--- src/hdl/counting_semaphore_wait_queue_unit_assert.svh ---
// Assertion macros for the counting semaphore wait queue unit.
// Depends on a clk and an rst signal in the scope of use.
`ifndef COUNTING_SEMAPHORE_WAIT_QUEUE_UNIT_ASSERT_SVH
`define COUNTING_SEMAPHORE_WAIT_QUEUE_UNIT_ASSERT_SVH

// Same-cycle implication, checked outside reset.
`define CSQ_ASSERT_SAME(label, ante, cons) \
  label: assert property (@(posedge clk) disable iff (rst) (ante) |-> (cons)) \
    else $error("assertion failed");

// Next-cycle implication, checked outside reset.
`define CSQ_ASSERT_NEXT(label, ante, cons) \
  label: assert property (@(posedge clk) disable iff (rst) (ante) |=> (cons)) \
    else $error("assertion failed");

`endif

--- src/hdl/csq_pkg.sv ---
// Package for the counting semaphore wait queue unit.
// Holds state, request and status codes and the control structs; no dependencies.
package csq_pkg;

  localparam int UNIT_BITS = 16;
  localparam int STATUS_BITS = 4;
  localparam int REQ_BITS = 2;

  localparam logic [REQ_BITS-1:0] REQ_WAIT = 2'd0;
  localparam logic [REQ_BITS-1:0] REQ_SIGNAL = 2'd1;
  localparam logic [REQ_BITS-1:0] REQ_FLUSH = 2'd2;

  localparam logic [STATUS_BITS-1:0] ST_ACQUIRED = 4'd0;
  localparam logic [STATUS_BITS-1:0] ST_BLOCKED = 4'd1;
  localparam logic [STATUS_BITS-1:0] ST_TIMEOUT = 4'd2;
  localparam logic [STATUS_BITS-1:0] ST_ISR = 4'd3;
  localparam logic [STATUS_BITS-1:0] ST_FULL = 4'd4;
  localparam logic [STATUS_BITS-1:0] ST_INCR = 4'd5;
  localparam logic [STATUS_BITS-1:0] ST_ATMAX = 4'd6;
  localparam logic [STATUS_BITS-1:0] ST_WOKEN = 4'd7;
  localparam logic [STATUS_BITS-1:0] ST_NOFLUSH = 4'd8;

  localparam logic CFG_MAX_COUNT = 1'b0;
  localparam logic CFG_INITIAL_COUNT = 1'b1;

  typedef enum logic [1:0] {
    S_IDLE,
    S_EXEC,
    S_FLUSH
  } state_t;

  typedef struct packed {
    logic load_in;
    logic exec;
    logic pop;
  } ctrl_cmd_t;

  typedef struct packed {
    logic flush_busy;
    logic total_one;
    logic out_free;
  } ctrl_stat_t;

endpackage

--- src/hdl/csq_ram.sv ---
// Generic single-write, single-read RAM with registered read data.
// No dependencies.
module csq_ram #(
  parameter int WIDTH = 6,
  parameter int DEPTH = 16
) (
  input  logic                     clk,
  input  logic                     we,
  input  logic [$clog2(DEPTH)-1:0] waddr,
  input  logic [WIDTH-1:0]         wdata,
  input  logic [$clog2(DEPTH)-1:0] raddr,
  output logic [WIDTH-1:0]         rdata
);

  logic [WIDTH-1:0] mem [DEPTH];

  always_ff @(posedge clk) begin
    if (we) begin
      mem[waddr] <= wdata;
    end
    rdata <= mem[raddr];
  end

endmodule

--- src/hdl/csq_ctrl.sv ---
// Controller state machine for the counting semaphore wait queue unit.
// Depends on csq_pkg for the state type and the command and status structs.
module csq_ctrl (
  input  logic                clk,
  input  logic                rst,
  input  logic                s_tvalid,
  output logic                s_tready,
  input  csq_pkg::ctrl_stat_t stat,
  output csq_pkg::ctrl_cmd_t  cmd
);

  csq_pkg::state_t state, state_next;

  always_ff @(posedge clk) begin
    if (rst) begin
      state <= csq_pkg::S_IDLE;
    end else begin
      state <= state_next;
    end
  end

  always_comb begin
    state_next = state;
    s_tready = 1'b0;
    cmd = '0;
    unique case (state)
      csq_pkg::S_IDLE: begin
        s_tready = 1'b1;
        if (s_tvalid) begin
          cmd.load_in = 1'b1;
          state_next = csq_pkg::S_EXEC;
        end
      end
      csq_pkg::S_EXEC: begin
        if (stat.out_free) begin
          cmd.exec = 1'b1;
          state_next = stat.flush_busy ? csq_pkg::S_FLUSH : csq_pkg::S_IDLE;
        end
      end
      csq_pkg::S_FLUSH: begin
        if (stat.out_free) begin
          cmd.pop = 1'b1;
          if (stat.total_one) begin
            state_next = csq_pkg::S_IDLE;
          end
        end
      end
      default: begin
        state_next = csq_pkg::S_IDLE;
      end
    endcase
  end

endmodule

--- src/hdl/csq_datapath.sv ---
// Datapath of the counting semaphore wait queue unit: count, queue pointers,
// waiter RAM and output register. Depends on csq_pkg and csq_ram.
module csq_datapath #(
  parameter int QUEUE_DEPTH = 16,
  parameter int TASK_BITS = 6
) (
  input  logic                                 clk,
  input  logic                                 rst,
  input  csq_pkg::ctrl_cmd_t                   cmd,
  output csq_pkg::ctrl_stat_t                  stat,
  input  logic [csq_pkg::REQ_BITS-1:0]         req_type,
  input  logic [TASK_BITS-1:0]                 task_id,
  input  logic                                 no_wait,
  input  logic                                 from_isr,
  input  logic                                 cfg_we,
  input  logic                                 cfg_addr,
  input  logic [csq_pkg::UNIT_BITS-1:0]        cfg_data,
  input  logic                                 out_ready,
  output logic                                 out_valid,
  output logic [csq_pkg::STATUS_BITS-1:0]      out_status,
  output logic [TASK_BITS-1:0]                 out_task,
  output logic [csq_pkg::UNIT_BITS-1:0]        out_units,
  output logic                                 out_last
);

  localparam int PTR_BITS = $clog2(QUEUE_DEPTH);
  localparam int CNT_BITS = $clog2(QUEUE_DEPTH + 1);

  logic [csq_pkg::REQ_BITS-1:0]    in_req;
  logic [TASK_BITS-1:0]            in_task;
  logic                            in_no_wait;
  logic                            in_isr;
  logic [csq_pkg::UNIT_BITS-1:0]   units, units_next;
  logic [csq_pkg::UNIT_BITS-1:0]   max_count;
  logic [PTR_BITS-1:0]             head, head_next;
  logic [PTR_BITS-1:0]             tail, tail_next;
  logic [CNT_BITS-1:0]             total, total_next;
  logic                            total_zero;
  logic                            wr_en;
  logic [TASK_BITS-1:0]            rd_task;
  logic                            emit;
  logic [csq_pkg::STATUS_BITS-1:0] res_status;
  logic [TASK_BITS-1:0]            res_task;
  logic                            res_last;

  function automatic logic [PTR_BITS-1:0] ptr_inc(input logic [PTR_BITS-1:0] p);
    return (p == PTR_BITS'(QUEUE_DEPTH - 1)) ? '0 : p + PTR_BITS'(1);
  endfunction

  assign total_zero = (total == '0);
  assign stat.flush_busy = (in_req == csq_pkg::REQ_FLUSH) && !total_zero;
  assign stat.total_one = (total == CNT_BITS'(1));
  assign stat.out_free = !out_valid || out_ready;

  csq_ram #(
    .WIDTH(TASK_BITS),
    .DEPTH(QUEUE_DEPTH)
  ) u_waiters (
    .clk  (clk),
    .we   (wr_en),
    .waddr(tail),
    .wdata(in_task),
    .raddr(head_next),
    .rdata(rd_task)
  );

  always_comb begin
    units_next = units;
    head_next = head;
    tail_next = tail;
    total_next = total;
    wr_en = 1'b0;
    emit = 1'b0;
    res_status = csq_pkg::ST_ACQUIRED;
    res_task = '0;
    res_last = 1'b1;
    if (cmd.exec) begin
      case (in_req)
        csq_pkg::REQ_WAIT: begin
          emit = 1'b1;
          if (in_isr) begin
            res_status = csq_pkg::ST_ISR;
          end else if (units != '0) begin
            units_next = units - csq_pkg::UNIT_BITS'(1);
            res_status = csq_pkg::ST_ACQUIRED;
          end else if (in_no_wait) begin
            res_status = csq_pkg::ST_TIMEOUT;
          end else if (total == CNT_BITS'(QUEUE_DEPTH)) begin
            res_status = csq_pkg::ST_FULL;
          end else begin
            wr_en = 1'b1;
            tail_next = ptr_inc(tail);
            total_next = total + CNT_BITS'(1);
            res_status = csq_pkg::ST_BLOCKED;
          end
        end
        csq_pkg::REQ_SIGNAL: begin
          emit = 1'b1;
          if (!total_zero) begin
            head_next = ptr_inc(head);
            total_next = total - CNT_BITS'(1);
            res_status = csq_pkg::ST_WOKEN;
            res_task = rd_task;
          end else if (units < max_count) begin
            units_next = units + csq_pkg::UNIT_BITS'(1);
            res_status = csq_pkg::ST_INCR;
          end else begin
            res_status = csq_pkg::ST_ATMAX;
          end
        end
        csq_pkg::REQ_FLUSH: begin
          if (total_zero) begin
            emit = 1'b1;
            res_status = csq_pkg::ST_NOFLUSH;
          end
        end
        default: begin
        end
      endcase
    end else if (cmd.pop) begin
      emit = 1'b1;
      head_next = ptr_inc(head);
      total_next = total - CNT_BITS'(1);
      res_status = csq_pkg::ST_WOKEN;
      res_task = rd_task;
      res_last = stat.total_one;
    end
    if (cfg_we && cfg_addr == csq_pkg::CFG_INITIAL_COUNT) begin
      units_next = cfg_data;
    end
  end

  always_ff @(posedge clk) begin
    if (rst) begin
      units <= '0;
      max_count <= csq_pkg::UNIT_BITS'(1);
      head <= '0;
      tail <= '0;
      total <= '0;
      out_valid <= 1'b0;
    end else begin
      units <= units_next;
      head <= head_next;
      tail <= tail_next;
      total <= total_next;
      if (cfg_we && cfg_addr == csq_pkg::CFG_MAX_COUNT) begin
        max_count <= cfg_data;
      end
      if (emit) begin
        out_valid <= 1'b1;
      end else if (out_ready) begin
        out_valid <= 1'b0;
      end
    end
  end

  always_ff @(posedge clk) begin
    if (cmd.load_in) begin
      in_req <= req_type;
      in_task <= task_id;
      in_no_wait <= no_wait;
      in_isr <= from_isr;
    end
    if (emit) begin
      out_status <= res_status;
      out_task <= res_task;
      out_units <= units_next;
      out_last <= res_last;
    end
  end

endmodule

--- src/hdl/counting_semaphore_wait_queue_unit.sv ---
// Counting semaphore with a first-in first-out queue of blocked tasks.
// An item is accepted in idle and registered; the execute state registers a wait or signal result
// when the output is free. A flush goes from the execute state to the flush state, which pops
// one waiter per cycle from the waiter RAM read port while the output is free.
// Synchronous reset: count 0, max_count 1, queue empty, output empty.
// Depends on csq_pkg, csq_ctrl, csq_datapath, csq_ram and the assertion header.
`include "counting_semaphore_wait_queue_unit_assert.svh"
module counting_semaphore_wait_queue_unit #(
  parameter int QUEUE_DEPTH = 16,
  parameter int TASK_BITS = 6,
  localparam int IN_W = ((TASK_BITS + 2 + 7) / 8) * 8,
  localparam int OUT_W = ((TASK_BITS + csq_pkg::UNIT_BITS + 7) / 8) * 8
) (
  input  logic                               clk,
  input  logic                               rst,
  input  logic                               s_tvalid,
  output logic                               s_tready,
  // task_id, no_wait, from_isr
  input  logic [IN_W-1:0]                    s_tdata,
  // req_type
  input  logic [csq_pkg::REQ_BITS-1:0]       s_tuser,
  output logic                               m_tvalid,
  input  logic                               m_tready,
  // woken_task, units_now
  output logic [OUT_W-1:0]                   m_tdata,
  // status
  output logic [csq_pkg::STATUS_BITS-1:0]    m_tuser,
  output logic                               m_tlast,
  input  logic                               cfg_valid,
  output logic                               cfg_ready,
  input  logic                               cfg_addr,
  input  logic [csq_pkg::UNIT_BITS-1:0]      cfg_data
);

  csq_pkg::ctrl_cmd_t  cmd;
  csq_pkg::ctrl_stat_t stat;
  logic [TASK_BITS-1:0]          out_task;
  logic [csq_pkg::UNIT_BITS-1:0] out_units;

  assign cfg_ready = 1'b1;
  assign m_tdata = OUT_W'({out_units, out_task});

  csq_ctrl u_ctrl (
    .clk     (clk),
    .rst     (rst),
    .s_tvalid(s_tvalid),
    .s_tready(s_tready),
    .stat    (stat),
    .cmd     (cmd)
  );

  csq_datapath #(
    .QUEUE_DEPTH(QUEUE_DEPTH),
    .TASK_BITS  (TASK_BITS)
  ) u_datapath (
    .clk       (clk),
    .rst       (rst),
    .cmd       (cmd),
    .stat      (stat),
    .req_type  (s_tuser),
    .task_id   (s_tdata[TASK_BITS-1:0]),
    .no_wait   (s_tdata[TASK_BITS]),
    .from_isr  (s_tdata[TASK_BITS+1]),
    .cfg_we    (cfg_valid && cfg_ready),
    .cfg_addr  (cfg_addr),
    .cfg_data  (cfg_data),
    .out_ready (m_tready),
    .out_valid (m_tvalid),
    .out_status(m_tuser),
    .out_task  (out_task),
    .out_units (out_units),
    .out_last  (m_tlast)
  );

  `CSQ_ASSERT_NEXT(a_one_item_at_a_time, s_tvalid && s_tready, !s_tready)
  `CSQ_ASSERT_NEXT(a_flush_ends_idle, cmd.pop && stat.total_one, s_tready)
  `CSQ_ASSERT_SAME(a_one_command, 1'b1, $onehot0({cmd.load_in, cmd.exec, cmd.pop}))
  `CSQ_ASSERT_SAME(a_single_result_last, m_tvalid && m_tuser != csq_pkg::ST_WOKEN, m_tlast)

endmodule
--- config.mk ---
export PLATFORM = sky130hd
export DESIGN_NAME = counting_semaphore_wait_queue_unit
export DESIGN_NICKNAME = d
export VERILOG_FILES = /design/src/hdl/csq_pkg.sv /design/src/hdl/csq_ram.sv /design/src/hdl/csq_ctrl.sv /design/src/hdl/csq_datapath.sv /design/src/hdl/counting_semaphore_wait_queue_unit.sv
export VERILOG_INCLUDE_DIRS = /design/src /design/src/hdl
export SDC_FILE = /design/constraint.sdc
export NUM_CORES = 1
export LEC_CHECK = 0
export ABC_CLOCK_PERIOD_IN_PS = 3120
export BUFFER_PORTS_ARGS = -buffer_cell sky130_fd_sc_hd__buf_2
export CAP_MARGIN = 25
export CORE_UTILIZATION = 50
export CTS_BUF_LIST = sky130_fd_sc_hd__clkbuf_2
export CTS_CLUSTER_DIAMETER = 60
export CTS_CLUSTER_SIZE = 28
export DETAILED_ROUTE_END_ITERATION = 10
export PLACE_DENSITY_LB_ADDON = 0.05
export SYNTH_ARGS = -nofsm -noshare
export SYNTH_HDL_FRONTEND = slang
export SYNTH_SLANG_ARGS = --single-unit
--- constraint.sdc ---
create_clock -name clk -period 3.12 [get_ports clk]
set_clock_uncertainty 0.15 [all_clocks]
set_input_delay 0.312 -clock clk [delete_from_list [all_inputs] [get_ports clk]]
set_output_delay 0.312 -clock clk [all_outputs]
set_load 0.03 [all_outputs]
==> results of run 1 <==
## flip-flops by register name, indices dropped and copies added (netlist names)
name and cells:
u_datapath.out_valid 1, u_datapath.in_req 2, u_datapath.u_waiters.mem 96, u_datapath.out_status 4, u_datapath.in_isr 1, u_datapath.total 5, u_datapath.tail 4, u_datapath.out_last 1
u_datapath.in_task 6, u_datapath.units 16, u_datapath.max_count 16, u_datapath.u_waiters.rdata 6, u_datapath.out_task 6, u_datapath.out_units 16, u_ctrl.state 2, u_datapath.in_no_wait 1
u_datapath.head 4
## kinds of logic (layout without fill, tap and decap cells)
| group | count (synthesis) | after routing |
|---|---|---|
| compound gates | 158 | 158 |
| xor+xnor | 7 | 7 |
| fa+ha+maj | 26 | 26 |
| buf+inv | 73 | 251 |
| flops | 187 | 187 |
| mux | 39 | 39 |
| other cells | 2 | 4 |
| simple gates | 273 | 273 |
## report_power, final
part / internal [mW] / switching (mW)
Sequential: 2.73 / 0.0662
Combinational: 0.293 / 0.413
Clock: 0.349 / 0.944
## how the worst max path moves through the flow
stage | startpoint | to | slack [ns]
after detailed placement | u_datapath.max_count[5] | u_datapath.out_units[4] | -0.02
after global routing | u_datapath.max_count[5] | u_datapath.out_units[4] | -0.0004
final | u_datapath.max_count[5] | u_datapath.out_units[4] | 0.08
after global placement | u_datapath.max_count[5] | u_datapath.out_units[13] | 0.04
after floorplan | u_datapath.units[0] | u_datapath.u_waiters.mem[3][0] | 0.29
after CTS | u_datapath.max_count[5] | u_datapath.out_units[13] | 0.04
## cell type report
class                           count  area share, %
Antenna cell                        1         0.0231
Multi-Input combinational cell    506           33.3
Clock inverter                     14           1.64
Tap cell                          225           2.60
Timing Repair Buffer              191           13.8
Inverter                           28          0.970
Sequential cell                   187           46.8
Clock buffer                       18          0.831
## routing by layer
metal  vias up  routed length (µm)  global-route usage (%)
met2       239               10400                    39.6
met1      3314               11300                    39.8
met4         0                 156                    6.48
met5         -                   0                       0
li1       3221                   -                       -
met3        13                1300                    4.14
## what timing repair did
item	in CTS	in global routing
endpoints found under the hold margin	71	3
hold buffers	65	3
setup endpoints to repair	1	41
gates cloned	0	0
gates resized for setup	1	5
## synth_stat cells, types with 4 or more instances
library cell	instances
xnor2_1	4
buf_2	8
nand3_1	21
or4_1	6
nor3_1	28
buf_4	5
and3_1	4
mux2i_1	13
nand2b_1	9
inv_1	28
o31ai_1	9
buf_1	5
a21o_1	11
a21oi_1	45
and2_1	13
a31oi_1	9
a211oi_1	4
a22oi_1	14
nor4_1	7
edfxtp_1	133
nand4_1	11
nand2_1	69
or3_1	12
mux4_2	21
o21ai_0	26
clkbuf_1	24
o211ai_1	7
nor2b_1	8
ha_1	26
dfxtp_1	54
nor2_1	63
==> flow_summary.yaml, run 1 <==
hold_path:
  hp-class: "input port to flop"
  hold_end: "u_datapath.in_task[2]"
  min_from: "s_tdata[2]"
  min_delay_path_depth: 2
finish:
  final_cell_mix: "133 x edfxtp_1, 69 x nand2_1, 68 x dlygate4sd3_1"
  stdcell_count: 1170
  design_area_mm2: 0.0108
  seq_area_mm2: 0.00508
  fin_util_pct: 62.2
  fillers: 1437
  fin_nets: 989
  drive_above_1_share_pct: 20.6
  multi_input_area_mm2: 0.00361
  area_growth_pct: 20.8
  final_common_cell: "edfxtp_1"
synthesis:
  synth_top_area_share_pct: 44.5
  yosysUniqueCellTypes: 73
  netlist_instances: 765
  synth_edf_count: 133
  synthMuxAreaShare_pct: 7.98
  avgSynthCellArea_um2: 11.7
  ys.flop_type: "edfxtp_1"
  synthAdderAreaFrac_pct: 3.63
  synth_xor_area_share_pct: 0.683
  seq_area_frac_synth_pct: 56.6
  synth_top_cell_by_area: "edfxtp_1"
  netlist_top_cells_area: "edfxtp_1 45%, dfxtp_1 12%, mux4_2 5.3%"
  synth_top_family_by_area: "simple AND/OR/NAND/NOR gates"
  synth_compound_area_share_pct: 11.7
  synth.cell_area_mm2: 0.00897
  ys_async_sr_fraction_pct: 0
  ys_warn_count: 0
  yosys.area_share.simple_pct: 15.7
  synth-seq-cells: 187
die:
  die_area_mm2: 0.0185
  coreArea_mm2: 0.0174
  dieHeight_um: 136
  initial_utilization_pct: 51.5
  die_x_um: 136
  ios: 64
  std_cell_rows: 48
timing:
  maxSlewViolCount: 0
  fin_crit_ns: 3.04
  tns_ns: 0
  finalSetupViolCount: 0
  relSlewSlack_pct: 47.8
  hold_viol_final: 0
  tightest_slew_ns: 0.773
  setup_ws_ns: 0.0789
  fmax_mhz: 329
  timing.hold.ws_ns: 0.0945
  period_share_pct: 97.5
clock_network:
  cts_buffers: 17
  clock_latency_ns: 0.79
  h-tree-depth: 4
  cts_setup_buffers: 0
  clk_pin_slew_ns: 0.30
  clock_tree.root_cell: "clkbuf_2"
  clkSinkCount: 187
  clock_path_buffers: 2
  cts_tree: "yes"
route:
  wl_mm: 23.2
  vias: 6787
  wl_per_cell_um: 19.8
  drtIter0Drc: 588
  drtPass1Iterations: 5
  vias_per_cell: 5.80
  postRouteAntennaNets: 0
  drc: 0
critical_path:
  slowest_delay_ns: 0.42
  cp.required_ns: 3.55
  crit_top_cell: "a21o_1"
  crit_type: "flop to flop"
  cp_max_fo: 20
  crit_path_end_kind: "flop"
  cp_num_cells: 10
  rrSetupSlack_ns: 0.08
  cp.arrival_ns: 3.47
  reg2regPathDepth: 10
  path_cells: "inv_1 > ha_1 > a21o_1 > a21o_1 > a21oi_1 > o32ai_2 > buf_12 > or3_1 > a311oi_4 > nor2_1"
  rr_endpoint: "u_datapath.out_units[4]"
  r2r-start: "u_datapath.max_count[5]"
  startpoint_type: "flop"
  crit_slowest_cell: "or3_1"
  crit_family: "compound AO/OA/AOI/OAI gates"
  path_buf_inv: 2
grt:
  grt_pass1_wl_mm: 36.1
  grt_pass1_vias: 6584
  grt_overflow: 0
  antenna_found_initial: 1
  grt_max_degree: 38
  grt.total_usage_pct: 26.3
place:
  hpwlAfterDp_mm: 16.0
  dpl_cell_area_mm2: 0.00986
  dp_slack_ns: -0.0176
  place_congestion: 0.888
  place_inst: 1069
  io_buffer_count: 60
power:
  peakVddDrop_mv: 0.264
  total_power_mw: 4.79
  leakage_nw: 3.99
  power_density_mw_per_mm2: 442
outcome:
  outcome: "finished clean"
run:
  maxCapViolCount: 0
Note: power is estimated with default switching activity, not from simulation.
==> run 2: changes to the inputs <==
ABC_CLOCK_PERIOD_IN_PS = 3100   (was 3120)
clock period = 3.1 ns   (was 3.12 ns; I/O delays follow)
==> flow_summary.yaml, run 2 (synthesis gave the netlist of run 1 again) <==
timing:
  maxSlewViolCount: 0
  setup_ws_ns: 0.0722
  period_share_pct: 97.7
  tns_ns: 0
  fin_crit_ns: 3.03
  hold_viol_final: 0
  finalSetupViolCount: 0
  tightest_slew_ns: 0.705
  fmax_mhz: 330
  relSlewSlack_pct: 53.0
critical_path:
  startpoint_type: "flop"
  crit_path_end_kind: "flop"
  cp.arrival_ns: 3.43
  cp_max_fo: 11
  cp.required_ns: 3.50
  crit_type: "flop to flop"
grt:
  grt_pass1_vias: 6702
  grt_pass1_wl_mm: 36.2
  grt_overflow: 0
  antenna_found_initial: 1
  grt.total_usage_pct: 26.3
  grt_max_degree: 27
route:
  wl_mm: 23.3
  postRouteAntennaNets: 0
  drtIter0Drc: 627
  drtPass1Iterations: 5
  vias_per_cell: 5.87
  wl_per_cell_um: 20.1
  vias: 6817
  drc: 0
die:
  die_x_um: 136
  std_cell_rows: 48
  die_area_mm2: 0.0185
  coreArea_mm2: 0.0174
  initial_utilization_pct: 51.5
  ios: 64
  dieHeight_um: 136
clock_network:
  cts_setup_buffers: 0
  h-tree-depth: 4
  clk_pin_slew_ns: 0.27
  clkSinkCount: 187
  cts_tree: "yes"
  clock_path_buffers: 2
  clock_tree.root_cell: "clkbuf_2"
  clock_latency_ns: 0.76
  cts_buffers: 17
finish:
  drive_above_1_share_pct: 21.4
  final_cell_mix: "133 x edfxtp_1, 69 x nand2_1, 64 x buf_4"
  stdcell_count: 1161
  largest_reg_flops: 96
  fin_nets: 980
  regMostFlops: "u_datapath.u_waiters.mem"
  fillers: 1458
  design_area_mm2: 0.0107
  area_growth_pct: 19.5
  final_common_cell: "edfxtp_1"
run:
  maxCapViolCount: 0
power:
  power_density_mw_per_mm2: 442
  peakVddDrop_mv: 0.239
  total_power_mw: 4.74
  leakage_nw: 3.93
hold_path:
  hp-class: "input port to flop"
place:
  place_congestion: 0.842
  dp_slack_ns: -0.0585
  place_inst: 1074
  hpwlAfterDp_mm: 16.4
  io_buffer_count: 60
  dpl_cell_area_mm2: 0.00989
outcome:
  outcome: "finished clean"
[run 2: through the flow]
stage,utilization [%],hold slack [ns]
final,61.5,0.0792
after global routing,61.5,0.0197
after CTS,61.3,0.0221
after detailed placement,56.8,0.300
after global placement,56.8,0.294
after floorplan,-,0.259
[run 2: metal layers]
layer,vias to the layer above,track usage (%),part of all wire [%]
li1,3200,-,-
met1,3348,38.7,48
met2,244,39.6,45
met3,25,4.33,5.7
met4,0,8.58,1.6
met5,-,0,0
[run 2: cell type report]
class                      instances  area [µm²]  area share [%]
sequential                       187        5080            47.4
clock inverter                    12         128            1.19
timing repair buffer             182        1390            13.0
clock buffer                      20         100           0.934
antenna                            1        2.50          0.0233
tap                              225         282            2.63
inverter                          28         105           0.981
multi-input combinational        506        3630            33.9
[run 2: what timing repair did]
action / CTS / global route
hold buffers: 54 / 0
endpoints found under the setup margin: 2 / 33
gates resized for setup: 2 / 9
pin swaps: 0 / 2
endpoints found under the hold margin: 71 / 0
[run 2: path summary, 6_finish.rpt]
path                                              start                      end  slack, ns  depth (start not counted)
worst min register to register  u_datapath.max_count[6]  u_datapath.max_count[6]       0.33                          2
worst max register to register      u_datapath.units[1]  u_datapath.out_units[4]       0.07                          9
worst max-delay path                u_datapath.units[1]  u_datapath.out_units[4]       0.07                          9
worst min-delay path                         s_tdata[2]    u_datapath.in_task[2]       0.08                          2
[run 2: worst max-delay path, cell delays in order, from the launching register on]
cell      delay [ns]
dfxtp_1         0.38
buf_4           0.15
ha_1            0.27
a21o_1          0.18
a211oi_1        0.45
o32ai_4         0.19
buf_6           0.17
or3_1           0.38
a311oi_2        0.41
nor2_1          0.08
[run 2: power breakdown]
group          internal (mW)  leakage [nW]  switching, mW  total (mW)
logic                  0.288          2.14          0.424       0.712
clock network          0.331         0.144          0.885        1.22
registers               2.74          1.65         0.0637        2.81
